<file path="src/hw/rtl/crw_pkg.sv">
// ----------------------------------------------------------------------------
// crw_pkg
// Shared types and constants of the controller reply watcher.
// ----------------------------------------------------------------------------
package crw_pkg;

  localparam int MAX_LINE_DEF  = 255;
  localparam int HEAD_LEN      = 6;
  localparam int HEAD_IW       = $clog2(HEAD_LEN);

  localparam logic [7:0] SILENCE_RESET = 8'd10;

  // Input beat kinds.
  localparam logic [1:0] MODE_BYTE = 2'd0;
  localparam logic [1:0] MODE_TICK = 2'd1;
  localparam logic [1:0] MODE_CMD  = 2'd2;

  // Result event codes.
  localparam logic [3:0] EV_NONE    = 4'd0;
  localparam logic [3:0] EV_PROBE   = 4'd1;
  localparam logic [3:0] EV_OK      = 4'd2;
  localparam logic [3:0] EV_ERROR   = 4'd3;
  localparam logic [3:0] EV_ALARM   = 4'd4;
  localparam logic [3:0] EV_STATUS  = 4'd5;
  localparam logic [3:0] EV_PAUSED  = 4'd6;
  localparam logic [3:0] EV_TIMEOUT = 4'd7;
  localparam logic [3:0] EV_PAYLOAD = 4'd8;

  // Characters the parser cares about.
  localparam logic [7:0] CH_CR    = 8'h0D;
  localparam logic [7:0] CH_LF    = 8'h0A;
  localparam logic [7:0] CH_COLON = 8'h3A;
  localparam logic [7:0] CH_LT    = 8'h3C;
  localparam logic [7:0] CH_ZERO  = 8'h30;
  localparam logic [7:0] CH_NINE  = 8'h39;

  typedef logic [7:0] head_t [HEAD_LEN];

  // Outcome of classifying one finished line.
  typedef struct packed {
    logic [3:0] ev;
    logic [7:0] code;
    logic       clr_quiet;
    logic       end_await;
    logic       set_pause;
  } line_res_t;

  // One result beat.
  typedef struct packed {
    logic [3:0] ev;
    logic [7:0] code;
    logic [7:0] len;
  } result_t;

endpackage

</file>
<file path="src/hw/rtl/cnc_reply_watcher.sv">
// ----------------------------------------------------------------------------
// cnc_reply_watcher
// Host-side watcher of the reply stream of a motion controller.
// ----------------------------------------------------------------------------
// Every input beat (a reply byte, a one-second silence tick or a command
// start) yields exactly one result beat, in the cycle after it is taken. The
// line state is updated in the same cycle that the beat is taken, and the
// result sits in a single output register, so the block takes one beat per
// clock for as long as that register is empty or being read; it stalls only
// while a result is waiting and the sink is not ready. silence_limit is
// written through cfg_we/cfg_wdata and resets to 10.
module cnc_reply_watcher #(
  parameter int MAX_LINE = crw_pkg::MAX_LINE_DEF
) (
  input  logic        clk,
  input  logic        rst,
  input  logic        cfg_we,
  input  logic [7:0]  cfg_wdata,
  input  logic        s_axis_tvalid,
  output logic        s_axis_tready,
  input  logic [7:0]  s_axis_tdata,   // [7:0] rx_byte
  input  logic [1:0]  s_axis_tuser,   // [1:0] mode
  output logic        m_axis_tvalid,
  input  logic        m_axis_tready,
  output logic [15:0] m_axis_tdata,   // [7:0] reply_code, [15:8] line_length
  output logic [3:0]  m_axis_tuser    // [3:0] event_res
);
  import crw_pkg::*;

  localparam int CNT_W = $clog2(MAX_LINE + 1);

  logic [7:0]       silence_limit;
  head_t            head;
  logic [CNT_W-1:0] char_count, char_count_next;
  logic             byte_seen, byte_seen_next;
  logic             colon_seen, colon_seen_next;
  logic             digits_done, digits_done_next;
  logic [7:0]       code_acc, code_acc_next;
  logic [7:0]       quiet_secs, quiet_secs_next;
  logic             awaiting, awaiting_next;
  logic             pause_noted, pause_noted_next;

  logic             accept;
  logic [7:0]       c;
  logic             is_data;
  logic [CNT_W-1:0] cnt_inc;
  logic             colon_upd, digits_upd;
  logic [7:0]       code_upd;
  logic [3:0]       digit;
  logic [11:0]      code_mul;
  logic             head_we;
  logic             do_fin;
  logic [CNT_W-1:0] fin_n;
  logic [7:0]       fin_code;
  logic [7:0]       fin_len;
  logic [7:0]       quiet_inc;
  line_res_t        cls;
  result_t          res;

  assign accept  = s_axis_tvalid && s_axis_tready;
  assign c       = s_axis_tdata;
  assign is_data = (s_axis_tuser == MODE_BYTE) && c != CH_CR && c != CH_LF;
  assign cnt_inc = char_count + CNT_W'(1);
  assign head_we = accept && is_data && 32'(char_count) < HEAD_LEN;

  // Decimal code after the first colon, saturating at 255.
  assign digit    = 4'(c - CH_ZERO);
  assign code_mul = {1'b0, code_acc, 3'b000} + {3'b000, code_acc, 1'b0} + 12'(digit);

  always_comb begin
    colon_upd  = colon_seen;
    digits_upd = digits_done;
    code_upd   = code_acc;
    if (!colon_seen) begin
      colon_upd = (c == CH_COLON);
    end else if (!digits_done) begin
      if (c >= CH_ZERO && c <= CH_NINE) begin
        code_upd = (code_mul > 12'd255) ? 8'hFF : code_mul[7:0];
      end else begin
        digits_upd = 1'b1;
      end
    end
  end

  // Where a line ends, and with which length and code.
  always_comb begin
    do_fin   = 1'b0;
    fin_n    = char_count;
    fin_code = code_acc;
    case (s_axis_tuser)
      MODE_BYTE: begin
        if (c == CH_LF) begin
          do_fin = 1'b1;
        end else if (is_data && 32'(cnt_inc) >= MAX_LINE) begin
          do_fin   = 1'b1;
          fin_n    = cnt_inc;
          fin_code = code_upd;
        end
      end
      MODE_TICK: begin
        do_fin = byte_seen;
      end
      default: begin
      end
    endcase
  end

  crw_line_class #(
    .CNT_W (CNT_W)
  ) u_class (
    .head        (head),
    .n           (fin_n),
    .code        (fin_code),
    .awaiting    (awaiting),
    .pause_noted (pause_noted),
    .res         (cls)
  );

  assign fin_len   = (32'(fin_n) > 255) ? 8'hFF : 8'(fin_n);
  assign quiet_inc = (quiet_secs == 8'hFF) ? quiet_secs : quiet_secs + 8'd1;

  always_comb begin
    char_count_next  = char_count;
    byte_seen_next   = byte_seen;
    colon_seen_next  = colon_seen;
    digits_done_next = digits_done;
    code_acc_next    = code_acc;
    quiet_secs_next  = quiet_secs;
    awaiting_next    = awaiting;
    pause_noted_next = pause_noted;
    res              = '0;
    if (do_fin) begin
      char_count_next  = '0;
      byte_seen_next   = 1'b0;
      colon_seen_next  = 1'b0;
      digits_done_next = 1'b0;
      code_acc_next    = '0;
      if (cls.clr_quiet) begin
        quiet_secs_next = '0;
      end
      if (cls.end_await) begin
        awaiting_next = 1'b0;
      end
      if (cls.set_pause) begin
        pause_noted_next = 1'b1;
      end
      res.ev   = cls.ev;
      res.code = cls.code;
      res.len  = (cls.ev != EV_NONE) ? fin_len : 8'd0;
    end else begin
      case (s_axis_tuser)
        MODE_BYTE: begin
          // A CR only marks the line as started.
          byte_seen_next = 1'b1;
          if (is_data) begin
            char_count_next  = cnt_inc;
            colon_seen_next  = colon_upd;
            digits_done_next = digits_upd;
            code_acc_next    = code_upd;
          end
        end
        MODE_TICK: begin
          if (awaiting) begin
            quiet_secs_next = quiet_inc;
            if (quiet_inc >= silence_limit) begin
              awaiting_next = 1'b0;
              res.ev        = EV_TIMEOUT;
            end else begin
              res.ev = EV_PROBE;
            end
          end
        end
        MODE_CMD: begin
          awaiting_next    = 1'b1;
          quiet_secs_next  = '0;
          pause_noted_next = 1'b0;
        end
        default: begin
        end
      endcase
    end
  end

  always_ff @(posedge clk) begin
    if (rst) begin
      silence_limit <= SILENCE_RESET;
      char_count    <= '0;
      byte_seen     <= 1'b0;
      colon_seen    <= 1'b0;
      digits_done   <= 1'b0;
      code_acc      <= '0;
      quiet_secs    <= '0;
      awaiting      <= 1'b0;
      pause_noted   <= 1'b0;
    end else begin
      if (cfg_we) begin
        silence_limit <= cfg_wdata;
      end
      if (accept) begin
        char_count  <= char_count_next;
        byte_seen   <= byte_seen_next;
        colon_seen  <= colon_seen_next;
        digits_done <= digits_done_next;
        code_acc    <= code_acc_next;
        quiet_secs  <= quiet_secs_next;
        awaiting    <= awaiting_next;
        pause_noted <= pause_noted_next;
      end
    end
  end

  always_ff @(posedge clk) begin
    if (head_we) begin
      head[char_count[HEAD_IW-1:0]] <= c;
    end
  end

  crw_out_reg u_out (
    .clk           (clk),
    .rst           (rst),
    .load          (accept),
    .load_data     (res),
    .can_load      (s_axis_tready),
    .m_axis_tvalid (m_axis_tvalid),
    .m_axis_tready (m_axis_tready),
    .m_axis_tdata  (m_axis_tdata),
    .m_axis_tuser  (m_axis_tuser)
  );

  a_code_only_with_reply: assert property (@(posedge clk) disable iff (rst)
    (m_axis_tvalid && m_axis_tdata[7:0] != 8'd0) |->
      (m_axis_tuser == EV_ERROR || m_axis_tuser == EV_ALARM))
    else $error("reply code on an event that carries none");

  a_no_length_on_silence: assert property (@(posedge clk) disable iff (rst)
    (m_axis_tvalid && (m_axis_tuser == EV_NONE || m_axis_tuser == EV_PROBE ||
                       m_axis_tuser == EV_TIMEOUT)) |-> m_axis_tdata[15:8] == 8'd0)
    else $error("line length on an event without a line");

  a_timeout_ends_wait: assert property (@(posedge clk) disable iff (rst)
    (accept && res.ev == EV_TIMEOUT) |=> !awaiting)
    else $error("still awaiting a reply after a timeout");

  a_count_in_range: assert property (@(posedge clk) disable iff (rst)
    32'(char_count) < MAX_LINE)
    else $error("line count reached the buffer size");

endmodule

</file>
<file path="src/hw/rtl/crw_line_class.sv">
// ----------------------------------------------------------------------------
// crw_line_class
// Classifies a finished line by its first characters and reports the event
// together with the state changes that it causes.
// ----------------------------------------------------------------------------
module crw_line_class #(
  parameter int CNT_W = 8
) (
  input  crw_pkg::head_t      head,
  input  logic [CNT_W-1:0]    n,
  input  logic [7:0]          code,
  input  logic                awaiting,
  input  logic                pause_noted,
  output crw_pkg::line_res_t  res
);
  import crw_pkg::*;

  logic [31:0] n32;
  logic        is_status;
  logic        m_alarm_st;
  logic        m_hold;
  logic        m_door;
  logic        m_ok;
  logic        m_error;
  logic        m_alarm;

  assign n32 = 32'(n);
  assign is_status = (head[0] == CH_LT);

  // A prefix only counts when the line is long enough to hold it.
  assign m_alarm_st = (n32 >= 32'd6) && head[1] == "A" && head[2] == "l" &&
                      head[3] == "a" && head[4] == "r" && head[5] == "m";
  assign m_hold     = (n32 >= 32'd5) && head[1] == "H" && head[2] == "o" &&
                      head[3] == "l" && head[4] == "d";
  assign m_door     = (n32 >= 32'd5) && head[1] == "D" && head[2] == "o" &&
                      head[3] == "o" && head[4] == "r";
  assign m_ok       = (n32 >= 32'd2) && head[0] == "o" && head[1] == "k";
  assign m_error    = (n32 >= 32'd5) && head[0] == "e" && head[1] == "r" &&
                      head[2] == "r" && head[3] == "o" && head[4] == "r";
  assign m_alarm    = (n32 >= 32'd5) && head[0] == "A" && head[1] == "L" &&
                      head[2] == "A" && head[3] == "R" && head[4] == "M";

  always_comb begin
    res = '0;
    if (awaiting && n32 != 32'd0) begin
      res.clr_quiet = 1'b1;
      if (is_status) begin
        if (m_alarm_st) begin
          res.ev        = EV_STATUS;
          res.end_await = 1'b1;
        end else if (!pause_noted && (m_hold || m_door)) begin
          res.ev        = EV_PAUSED;
          res.set_pause = 1'b1;
        end
      end else if (m_ok) begin
        res.ev        = EV_OK;
        res.end_await = 1'b1;
      end else if (m_error) begin
        res.ev        = EV_ERROR;
        res.code      = code;
        res.end_await = 1'b1;
      end else if (m_alarm) begin
        res.ev        = EV_ALARM;
        res.code      = code;
        res.end_await = 1'b1;
      end else begin
        res.ev = EV_PAYLOAD;
      end
    end
  end

endmodule

</file>
<file path="src/hw/rtl/crw_out_reg.sv">
// ----------------------------------------------------------------------------
// crw_out_reg
// Result register between the watcher logic and the output stream.
// ----------------------------------------------------------------------------
module crw_out_reg (
  input  logic              clk,
  input  logic              rst,
  input  logic              load,
  input  crw_pkg::result_t  load_data,
  output logic              can_load,
  output logic              m_axis_tvalid,
  input  logic              m_axis_tready,
  output logic [15:0]       m_axis_tdata,
  output logic [3:0]        m_axis_tuser
);
  import crw_pkg::*;

  result_t held;

  // A new beat may enter when the register is empty or drains this cycle.
  assign can_load = !m_axis_tvalid || m_axis_tready;

  always_ff @(posedge clk) begin
    if (rst) begin
      m_axis_tvalid <= 1'b0;
    end else if (can_load) begin
      m_axis_tvalid <= load;
    end
  end

  always_ff @(posedge clk) begin
    if (can_load && load) begin
      held <= load_data;
    end
  end

  assign m_axis_tdata = {held.len, held.code};
  assign m_axis_tuser = held.ev;

endmodule
</file>
<file path="config.mk">
export PLATFORM = sky130hd
export DESIGN_NAME = cnc_reply_watcher
export DESIGN_NICKNAME = d
export VERILOG_FILES = /design/src/hw/rtl/crw_pkg.sv /design/src/hw/rtl/cnc_reply_watcher.sv /design/src/hw/rtl/crw_line_class.sv /design/src/hw/rtl/crw_out_reg.sv
export SDC_FILE = /design/constraint.sdc
export NUM_CORES = 1
export LEC_CHECK = 0
export ABC_CLOCK_PERIOD_IN_PS = 3800
export BUFFER_PORTS_ARGS = -buffer_cell sky130_fd_sc_hd__buf_2
export CAP_MARGIN = 10
export CORE_MARGIN = 8
export CORE_UTILIZATION = 60
export CTS_CLUSTER_DIAMETER = 120
export DETAILED_ROUTE_END_ITERATION = 12
export PLACE_DENSITY = 0.84
export SYNTH_ARGS = -nofsm -noshare
export SYNTH_HDL_FRONTEND = slang
export SYNTH_SLANG_ARGS = --single-unit
export TNS_END_PERCENT = 10
</file>
<file path="constraint.sdc">
create_clock -name clk -period 3.8 [get_ports clk]
set_clock_uncertainty 0.1 [all_clocks]
set_input_delay 0.38 -clock clk [delete_from_list [all_inputs] [get_ports clk]]
set_output_delay 0.38 -clock clk [all_outputs]
set_load 0.03 [all_outputs]
</file>
==> reports/results.ini, run 1 <==
[logic_synthesis]
synth_area_leader_cell = edfxtp_1
yosys_warnings = 0
synth_cell_types = 60
ys_seq_area_share_pct = 50.6
synth_top_flop_cell = edfxtp_1
syn_inst = 522
syn_nets = 573
async_flop_share_pct = 0
synth_area_per_cell_um2 = 10.6
synthTopCellsByArea = edfxtp_1, dfxtp_1, ha_1
synth_edf_count = 68
synth.top_cell.area_share_pct = 36.9
synth-seq-cells = 106
synth_area_mm2 = 0.00554

[pwr]
p_sw_w = 0.000562
power_density_mw_per_mm2 = 348
p_int_w = 0.00155
vdd_drop_max_mv = 0.219
seqPwrFrac_pct = 59.3
p_leak_nw = 2.21
clkPwrFrac_pct = 34.0
switching_share_pct = 26.6
comb_power_share_pct = 6.7

[routing]
drc_errors = 0
first_pass_iters = 5
first_iter_violations = 297
wl_mm = 12.9
ant_nets = 0
via_per_inst = 6.35
routed.top_layer = met4
wl_met2_mm = 6.26
wl_met1_mm = 5.55
via_count = 4309
wl_met3_um = 699
wl_per_cell_um = 19.0

[worst_setup_path]
end_kind = flop
required_ps = 3920
critPathLaunchType = flop
ff2ff_setup_slack_ps = 480
cp_max_fo = 15
reg2regPathDepth = 8
cp.arrival_ps = 3440
criticalPathCategory = reg -> reg
r2r_start = char_count[1]
r2r-end = u_out.m_axis_tdata[6]
timing.critical_path.from = char_count[1]

[die]
placementRows = 35
die_area_mm2 = 0.0126
core-area_mm2 = 0.00911
io_pins = 45
start_util_pct = 60.8
die_x_um = 112
dieHeight_um = 112

[final_layout]
seq_area_mm2 = 0.00280
drive_gt1_share_pct = 16.0
synthToLayoutAreaGrowth_pct = 9.71
final_cell_mix = edfxtp_1, a21oi_1, buf_2
postLayoutCellArea_mm2 = 0.00608
final_nets = 614
diodes = 0
num-fill-cells = 687
layout_commonest_cell = edfxtp_1
multi_input_area_mm2 = 0.00253

[global_routing]
grt_pass1_vias = 4216
grt-ovfl-total = 0
grt_pass1_wl_mm = 20.8
grt_max_degree = 37
antenna_found_initial = 0
grtUsageTotal_pct = 20.5

[sta]
worstMarginPinSlew_ps = 700
fin_tns_setup_ps = 0
fmax_ghz = 0.301
slew_headroom_pct = 53.3
slew_viol_final = 0
setup_viol = 0
rsz0062_at_grt = no
period_share_pct = 87.4
fin_crit_ps = 3320
hold_violations = 0

[outcome]
outcome = finished, final reports clean

[clock_network]
cts_buffer_depth = 2
htree_levels = 3
cts_buffers = 9
clk_latency_ps = 380
cts_resized = 0
cts_root_buf = clkbuf_8
clk_pin_slew_ps = 120
cts_hold_buf = 0
cts_sinks = 106
cts_tree = yes
cts_setup_buffers = 0

[worst_hold_path]
worstHoldPathType = in -> reg
hp-start = cfg_wdata[1]
min_to = silence_limit[1]
whs_path_depth = 3

[place]
portBuffers = 44
gp_congestion = 0.942
place_area_mm2 = 0.00586
hpwl_mm = 9.11

[run]
drv_cap = 0

==> cell families after synthesis <==
kind of cell	share of synthesized area (%)
AOI/OAI and AO/OA	14.5
buffers and inverters	3.68
DFF	50.6
and+or+nand+nor	21.4
muxes	1.47
xor gates and xnor gates	1.74
adders and majority gates	6.60
==> power groups by stage <==
| stage | clock [W] | combinational, W | sequential, W |
|---|---|---|---|
| global placement | 0 | 0.000137 | 0.00128 |
| global route | 0.000770 | 0.000154 | 0.00126 |
| floorplan | 0 | 0.0000645 | 0.00130 |
| detailed placement | 0 | 0.000141 | 0.00128 |
| finish | 0.000719 | 0.000142 | 0.00126 |
| CTS | 0.000731 | 0.000142 | 0.00126 |
==> worst max path at each step <==
stage                                       end  cells past startpoint
after detailed placement  u_out.m_axis_tdata[1]                     11
final                     u_out.m_axis_tdata[6]                      8
after CTS                 u_out.m_axis_tdata[6]                      8
after global placement    u_out.m_axis_tdata[7]                     11
after global routing      u_out.m_axis_tdata[6]                      8
after floorplan                        head[10]                      7
==> through the flow <==
| step | util, % | hold WS (ps) | setup WS, ps | total power, W | cells |
|---|---|---|---|---|---|
| final | 66.7 | 119 | 479 | 0.00212 | 679 |
| after floorplan | - | 344 | 500 | 0.00137 | 522 |
| after CTS | 66.7 | 108 | 524 | 0.00213 | 679 |
| after global routing | 66.7 | 118 | 305 | 0.00218 | 679 |
| after global placement | 64.4 | 359 | 593 | 0.00142 | 663 |
| after detailed placement | 64.4 | 377 | 416 | 0.00142 | 663 |
==> layout make-up <==
| class | instances | share of cell area (%) |
|---|---|---|
| Tap cell | 111 | 2.29 |
| Clock buffer | 9 | 2.04 |
| Multi-Input combinational cell | 369 | 41.7 |
| Clock inverter | 7 | 1.48 |
| Inverter | 21 | 1.30 |
| Sequential cell | 106 | 46.1 |
| Timing Repair Buffer | 56 | 5.11 |
==> cell usage after synthesis, types with 3 or more instances <==
master	number
edfxtp_1	68
a21oi_1	47
nor2_1	41
nand2_1	39
dfxtp_1	38
ha_1	26
inv_1	20
clkbuf_1	18
nand4_1	16
nor2b_1	14
nand3_1	13
nor3_1	12
o21ai_0	12
xnor2_1	11
and2_1	10
a211oi_2	8
a31oi_1	8
and3_1	8
nor4_1	8
nor4bb_1	8
o221ai_1	8
mux2i_1	7
nand2b_1	7
a211oi_1	5
nand4b_1	5
o211ai_1	5
a21o_1	4
buf_2	4
nor3b_1	4
or3_1	4
nand3b_1	3
nor4b_1	3
o211a_1	3
==> worst max-delay path, stage by stage (launching register included) <==
cell	delay (ps)
dfxtp_1	670
ha_1	350
nand4_1	140
xnor2_1	240
a31oi_2	210
o21ai_4	370
nand3_4	160
or3_1	640
a211oi_2	290
==> flip-flops by register name (all words and copies together), names as in the netlist, 4 cells and up <==
| register | count |
|---|---|
| head | 48 |
| u_out.m_axis_tdata | 16 |
| char_count | 8 |
| code_acc | 8 |
| quiet_secs | 8 |
| silence_limit | 8 |
| u_out.m_axis_tuser | 4 |
==> metal layers <==
layer  track usage (%)  vias to the layer above
met2              33.5                      161
met3              4.24                       36
met5                 0                        -
met4              8.81                        0
met1              25.8                     2066
li1                  -                     2046
Power figures use the tool's default switching activity.
==> inputs of run 2 (changes only) <==
- RECOVER_POWER: default -> 25
==> run 2 against run 1 <==
The run now ends with max-capacitance violations, max-slew violations left. Via count decreased by 0.32%. Global-route usage unchanged. Clock-buffer cell count unchanged. Total power decreased by 0.20%. Final area decreased by 0.19%. Routed wire length about the same. Register-to-register slack about the same. Flip-flop and latch count unchanged. Utilization decreased by 0.12 points. Fmax decreased by 0.24%. Worst setup slack got worse by 8.1 ps.
==> reports/results.ini, run 2 (synthesis results as in run 1) <==
[clock_network]
cts_tree = yes
cts_hold_buf = 0
clk_latency_ps = 380
cts_buffer_depth = 2
htree_levels = 3
cts_root_buf = clkbuf_8
clk_pin_slew_ps = 120
cts_sinks = 106
cts_resized = 0
cts_setup_buffers = 0
cts_buffers = 9

[final_layout]
multi_input_area_mm2 = 0.00253
synthToLayoutAreaGrowth_pct = 9.51
layout_commonest_cell = edfxtp_1
finish.utilization_pct = 66.6
final_cell_mix = edfxtp_1, a21oi_1, nor2_1
largest_reg_flops = 48
diodes = 0
drive_gt1_share_pct = 14.4
num-fill-cells = 692
seq_area_mm2 = 0.00280
final_nets = 614

[global_routing]
grt-ovfl-total = 0
grt_max_degree = 37
grt_pass1_vias = 4216
grt_pass1_wl_mm = 20.8
antenna_found_initial = 0
grtUsageTotal_pct = 20.5

[sta]
slew_viol_final = 37
hold_violations = 0
slew_headroom_pct = -9.85
setup_viol = 0
fin_tns_setup_ps = 0
period_share_pct = 87.6
worstMarginPinSlew_ps = 1650
fmax_ghz = 0.300
rsz0062_at_grt = no
fin_crit_ps = 3330

[pwr]
p_sw_w = 0.000559
switching_share_pct = 26.5
clkPwrFrac_pct = 33.9
p_leak_nw = 2.19
p_int_w = 0.00155
seqPwrFrac_pct = 59.4
vdd_drop_max_mv = 0.218
comb_power_share_pct = 6.6
power_density_mw_per_mm2 = 348

[die]
die_x_um = 112
die_area_mm2 = 0.0126
start_util_pct = 60.8
dieHeight_um = 112
io_pins = 45
placementRows = 35
core-area_mm2 = 0.00911

[worst_hold_path]
worstHoldPathType = in -> reg

[routing]
via_per_inst = 6.33
wl_per_cell_um = 19.0
wl_mm = 12.9
ant_nets = 0
first_pass_iters = 5
drc_errors = 0
first_iter_violations = 311
via_count = 4295

[worst_setup_path]
required_ps = 3920
critPathLaunchType = flop
ff2ff_setup_slack_ps = 470
end_kind = flop
criticalPathCategory = reg -> reg
cp_max_fo = 15
cp.arrival_ps = 3450

[outcome]
outcome = finished, violations left
violations = max-capacitance violations, max-slew violations

[place]
hpwl_mm = 9.11
portBuffers = 44
gp_congestion = 0.942

[run]
drv_cap = 1

-- run 2: cell count changes in the layout (fill, tap and decap cells not counted), sizes merged --
cell | previous run | this run
buf | 56 | 47
clkbuf | 9 | 18
-- run 2: stage by stage --
stage | cell area [um2] | hold slack (ps) | setup WS (ps) | power [W] | std cells
floorplan | 5540 | 344 | 500 | 0.00137 | 522
global placement | 5860 | 359 | 593 | 0.00142 | 663
detailed placement | 5860 | 377 | 416 | 0.00142 | 663
CTS | 6080 | 108 | 524 | 0.00213 | 679
global route | 6070 | 118 | 305 | 0.00218 | 679
finish | 6070 | 120 | 471 | 0.00211 | 679
-- run 2: worst paths after layout --
| check | startpoint | end | cells after the start |
|---|---|---|---|
| worst min register to register | quiet_secs[1] | quiet_secs[1] | 2 |
| worst min-delay path | cfg_wdata[1] | silence_limit[1] | 3 |
| worst max register to register | char_count[1] | u_out.m_axis_tdata[6] | 8 |
| worst max-delay path | char_count[1] | u_out.m_axis_tdata[6] | 8 |
-- run 2: layout make-up --
class	instances	area share, %
clock buffers	9	2.04
clock inverters	7	1.49
inverters	21	1.30
multi-input cells	369	41.7
flip-flops and latches	106	46.2
well taps	111	2.29
repair buffers	56	4.93
-- run 2: metal layers --
layer / routed length (um) / share of wire (%) / track usage (%) / vias to the layer above
met5: 0 / 0 / 0 / -
met4: 392 / 3.0 / 8.81 / 0
met3: 742 / 5.8 / 4.24 / 36
met2: 6210 / 48 / 33.5 / 173
met1: 5550 / 43 / 25.8 / 2044
li1: - / - / - / 2042
-- run 2: power by group through the flow --
stage	logic [W]	clock network [W]	registers (W)
floorplan	0.0000645	0	0.00130
global placement	0.000137	0	0.00128
detailed placement	0.000141	0	0.00128
CTS	0.000142	0.000731	0.00126
global route	0.000152	0.000770	0.00126
finish	0.000140	0.000716	0.00126
-- run 2: worst max-delay path: stages (launching register included) --
cell	delay, ps
dfxtp_1	670
ha_1	350
nand4_1	140
xnor2_1	240
a31oi_2	210
o21ai_4	370
nand3_4	160
or3_1	640
a211oi_2	290
